[src/rtl/dse_pkg.sv]
`timescale 1ns / 1ps

package dse_pkg;

   localparam int MaxItems   = 64;
   localparam int ValueWidth = 32;
   localparam int PosWidth   = 6;

   // broadcast from the controller to every cell of the chain
   typedef struct packed {
      logic                         insert;
      logic                         shift;
      logic signed [ValueWidth-1:0] ins_value;
   } cell_ctrl_type;

endpackage

[src/rtl/dse_cell.sv]
`timescale 1ns / 1ps

module dse_cell (
   input  logic                                  clock,
   input  logic                                  reset,
   input  dse_pkg::cell_ctrl_type                ctrl,
   input  logic signed [dse_pkg::ValueWidth-1:0] upper_value,
   input  logic                                  upper_valid,
   input  logic                                  upper_greater,
   input  logic signed [dse_pkg::ValueWidth-1:0] lower_value,
   input  logic                                  lower_valid,
   output logic signed [dse_pkg::ValueWidth-1:0] value,
   output logic                                  valid,
   output logic                                  greater
);
   import dse_pkg::*;

   logic signed [ValueWidth-1:0] value_ff;
   logic signed [ValueWidth-1:0] value_in;
   logic                         valid_ff;
   logic                         valid_in;

   // an empty cell always loses, so the new value lands at the first free slot
   assign greater = !valid_ff || (ctrl.ins_value > value_ff);

   always_comb begin
      value_in = value_ff;
      valid_in = valid_ff;
      if (ctrl.shift) begin
         value_in = lower_value;
         valid_in = lower_valid;
      end else if (ctrl.insert) begin
         if (upper_greater) begin
            // the cell above takes the new value or shifts down, push ours down
            value_in = upper_value;
            valid_in = upper_valid;
         end else if (greater) begin
            value_in = ctrl.ins_value;
            valid_in = 1'b1;
         end
      end
   end

   always_ff @(posedge clock) begin
      value_ff <= value_in;
      if (reset) begin
         valid_ff <= 1'b0;
      end else begin
         valid_ff <= valid_in;
      end
   end

   assign value = value_ff;
   assign valid = valid_ff;

endmodule

[config.mk]
export PLATFORM = sky130hd
export DESIGN_NAME = dse_cell
export DESIGN_NICKNAME = d
export VERILOG_FILES = /design/src/rtl/dse_pkg.sv /design/src/rtl/dse_cell.sv
export SDC_FILE = /design/constraint.sdc
export NUM_CORES = 1
export LEC_CHECK = 0
export ABC_CLOCK_PERIOD_IN_PS = 3700
export BUFFER_PORTS_ARGS = -buffer_cell sky130_fd_sc_hd__buf_2
export CAP_MARGIN = 15
export CORE_MARGIN = 3
export CORE_UTILIZATION = 41
export DETAILED_ROUTE_END_ITERATION = 16
export MAX_ROUTING_LAYER = met4
export PLACE_DENSITY = 0.78
export SLEW_MARGIN = 0
export SYNTH_ARGS = -nofsm -noshare
export SYNTH_HDL_FRONTEND = slang
export SYNTH_SLANG_ARGS = --single-unit
[constraint.sdc]
create_clock -name clock -period 3.7 [get_ports clock]
set_clock_uncertainty 0.05 [all_clocks]
set_input_delay 0.185 -clock clock [delete_from_list [all_inputs] [get_ports clock]]
set_output_delay 0.185 -clock clock [all_outputs]
set_load 0.02 [all_outputs]
After elaboration in Yosys (flattened, before gate mapping)
Cells that the tools add are included.
Word-level totals
  register bits after elaboration: 33
  input port bits: 103
  output and inout bits: 34
Operators by class
  magnitude comparators: 1
  mux-type cells: 8
  reductions and logical operators: 5
Operator list (count)
  $mux 32: 4
  $gt 32x32->1: 1
  $mux 1: 4
  $reduce_bool 3->1: 1
  $reduce_and 2->1: 1
  $reduce_bool 2->1: 1
  $logic_not 1->1: 1
  $logic_or 1x1->1: 1

Logic depth before layout (Yosys ltp)
  word-level depth: 6
  depth in mapped cells: 8
  gate-level depth less buffers: 8

Worst setup path after synthesis
OpenSTA, ideal clock, no wires.
  kind: register to register
  start point: register value_ff[23], in the netlist value[23]
  end point: register value_ff[0], in the netlist value[0], enable pin
  arrival time: 3.215 ns
  data required time: 3.218 ns
  setup slack: 0.003 ns
  cell stages (with the launch flop): 9
  clock period less this slack: 3.697 ns
  path through: edfxtp_1 > inv_1 > ha_1 > a21oi_1 > o21ai_1 > a22oi_1 > o211ai_1 > a22o_1 > a21oi_1
On the way
  longest elaborated chain between the ends: 4
RTL lines
  start: declaration: RTL line dse_cell.sv:18  | logic signed [ValueWidth-1:0] value_ff;
  start signal: assignment: RTL line dse_cell.sv:45  | value_ff <= value_in;
  $gt 32x32->1: RTL line dse_cell.sv:24  | assign greater = !valid_ff || (ctrl.ins_value > value_ff);
  $logic_or 1x1->1: RTL line dse_cell.sv:24
  $reduce_bool 3->1 (no source line)
  $reduce_and 2->1 (no source line)
Every way passes these cells.
A chain may end at the register's enable or synchronous reset.

Final worst setup path
  start point: register value_ff[25], in the netlist value[25]
  end point: register value_ff[7], in the netlist value[7], enable pin
The elaborated chain is that of the path after synthesis.

==> summary.md <==
| Metric | Value |
|---|---|
| Leak pwr | `around 1.8 nW` |
| Total Die Area | `7080 sq um` |
| Synth area leaders | `edfxtp_1 (38%), ha_1 (16%), mux2i_1 (13%)` |
| Warnings from Yosys | `0` |
| # diodes | `0` |
| Final instance area | `3380 sq um` |
| Total iterations of the first detailed-routing run | `4` |
| WP data required | `~3600 ps` |
| Clk sinks | `33` |
| DRT iter0 DRCs | `~110` |
| Share of the synthesized area in the top cell type | `38.4%` |
| Effective utilization at floorplan | `43.9%` |
| Min Clock Period, post-route | `about 2800 ps` |
| Post-synth EDFFs | `32` |
| Reg clk slew, reported paths | `70 ps` |
| Ports | `137` |
| Clk pwr share | `28.3%` |
| Setup Viol. Count Final | `0` |
| Main synth FF type | `edfxtp_1` |
| Cells after Synth | `~270` |
| Post-CTS setup buffer count | `0` |
| Yosys reg bits | `33` |
| Routability congestion estimate | `0.773` |
| Chip width | `~84 um` |
| Initial antenna violation count | `0` |
| Maximum VDD drop | `between 0.0002 and 0.00025 V` |
| Synthesized cell area | `2500 sq um` |
| Worst Tran Pin Value | `between 500 and 600 ps` |
| Global route overflow | `0` |
| Critical path peak fanout | `23` |
| Sequential area share after synthesis | `39.2%` |
| CTS H-Tree Depth | `2` |
| CP max stage delay | `390 ps` |
| Post-Route WL | `between 6000 and 7000 um` |
| TritonCTS clock tree | `built` |
| Final nets | `between 500 and 600` |
| Top cells by count, synth | `nand2_1 (39), inv_1 (33), o21ai_0 (33)` |
| Synth cell types | `30` |
| Vias in the first global route | `2,461` |
| Switching power total | `between 300 and 400 uW` |
| Startpoint types | `register` |
| Status | `completed` |
| Post-Syn Nets | `402` |
| Port Buf Inserts | `roughly 140` |
| Site row count | `27` |
| CTS max path bufs | `2` |
| Logic pwr share | `about 31%` |
| Ys async rst share | `0%` |
| Most frequent cell after synthesis | `nand2_1` |
| Largest net degree at the start of global routing | `47` |
| Proportion of layout cells with a drive suffix above 1 | `a little under two fifths` |
| CTS Root Cell | `clkbuf_8` |
| Via-per-instance ratio | `roughly 5` |
| Post-synth top area cell | `edfxtp_1` |
| Clk_lat worst skew | `between 200 and 300 ps` |
| Reg power frac | `about two fifths` |
| P per Cell Area | `346 nW/um^2` |
| CP endpoint kind | `register` |
| Hold Violations, Final | `0` |
| First-pass GRT wire length | `~11,000 um` |
| Crit path kind | `register to register` |
| Max frequency | `354 MHz` |
| GR Util All Layers | `between 20% and 30%` |
| Total CTS buffers | `5` |
| Placed inst area | `roughly 3300 sq um` |
| Final slew viol count | `0` |
| Area Growth Syn to Fin | `35.0%` |
| Power Internal | `808 uW` |
| Final worst path period share | `76.4%` |
| Routed via count | `roughly 2,400` |
| Switching Share | `between 30 and 40%` |
| DRC errors left | `0` |
| CP cell instances | `inv_1, ha_1, a21oi_1, nor2_1, a211oi_1, o211ai_1, a22o_1, a21oi_4, buf_4` |
| CTS resizes | `0` |
| Critical Path AT | `2720 ps` |
| Avg Cell Area, Syn | `approximately 9.4 sq um` |
| Post-DP HPWL | `roughly 5500 um` |
| Core area | `between 5000 and 6000 sq um` |
| Worst slew margin | `approximately 63%` |
| RSZ-0062 raised after global routing | `no` |
| Slowest CP cell | `edfxtp_1` |
| Routed len/inst | `~14 um` |
| Setup TNS Final | `0 ps` |
| Max-cap violations | `0` |
| Hold/Removal Path Class | `input port to register` |
| Remaining antenna violation count after routing | `0` |
| Die Span Y | `roughly 84 um` |
[power groups by stage]
stage	Sequential, mW	Clock [mW]	Combinational (mW)
finish	0.477	0.330	0.361
global route	0.482	0.353	0.408
CTS	0.477	0.337	0.365
detailed placement	0.486	0	0.362
global placement	0.483	0	0.350
floorplan	0.535	0	0.165
[flip-flops by register name, summed over array words and instances, names as in the netlist]
register and cells:
value 32, valid 1
[cells in the final DEF, fill, tap and decap left out, drive strengths merged, types with 6 or more instances in the layout]
cell type    n
nor2         7
a21oi       15
edfxtp      32
nand4        8
inv         33
ha          32
mux2i       32
clkbuf       6
nand2       39
buf        139
o21ai       36
[final cells by class]
type,instances,area (sq um)
clock buffer,6,72.6
clock inverter,2,33.8
tap,72,90.1
multi-input combinational,190,1370
inverter,33,124
timing repair buffer,140,713
fill,515,2330
sequential,33,981
[critical path, delay by kind of cell (launching register included)]
family,cells,cell delay [ps]
flip-flops,1,390
AO/OA/AOI/OAI,5,1290
AND/OR/NAND/NOR,1,50
adder cells (fa/ha/maj),1,230
buffers and inverters,2,460
[kinds of logic (layout without fill, tap and decap cells)]
family	after synthesis	count (layout)	share of synthesized area, %
and+or+nand+nor	64	64	11.1
AOI/OAI and AO/OA	62	62	14.2
buffers and inverters	44	181	6.74
DFF	33	33	39.2
adders and majority gates	32	32	16.0
muxes	32	32	12.8
[worst paths after layout]
check	start	endpoint	slack [ps]	cells after the start
max	value[25]$_DFFE_PP_	value[7]$_DFFE_PP_	870	9
max reg2reg	value[25]$_DFFE_PP_	value[7]$_DFFE_PP_	870	9
min reg2reg	valid$_SDFFE_PP0P_	valid$_SDFFE_PP0P_	700	4
min	lower_valid	valid$_SDFFE_PP0P_	90	3
[stage by stage]
step	setup slack, ps	cells	power (mW)	hold slack (ps)	utilization [%]
6_report	873	476	1.17	87.7	59.2
5_1_grt	691	476	1.24	101	59.2
4_1_cts	840	476	1.18	77.7	59.2
3_5_place_dp	869	467	0.848	298	57.2
3_3_place_gp	914	467	0.833	296	57.2
2_1_floorplan	3.49	267	0.700	207	-
[repair_timing]
| action | in CTS | in global routing |
|---|---|---|
| hold buffers | 1 | 0 |
| endpoints found under the hold margin | 1 | 0 |
| setup endpoints to repair | 0 | 0 |
[routing by layer]
layer / track usage (%) / wire length [um] / share of wire [%] / vias to the layer above
met5: - / 0 / 0 / -
met4: 5.12 / 57 / 0.84 / 0
met2: 34.4 / 3390 / 50 / 85
met3: 3.93 / 438 / 6.4 / 5
met1: 24.5 / 2920 / 43 / 1097
li1: - / - / - / 1229
Power figures use the tool's default switching activity.
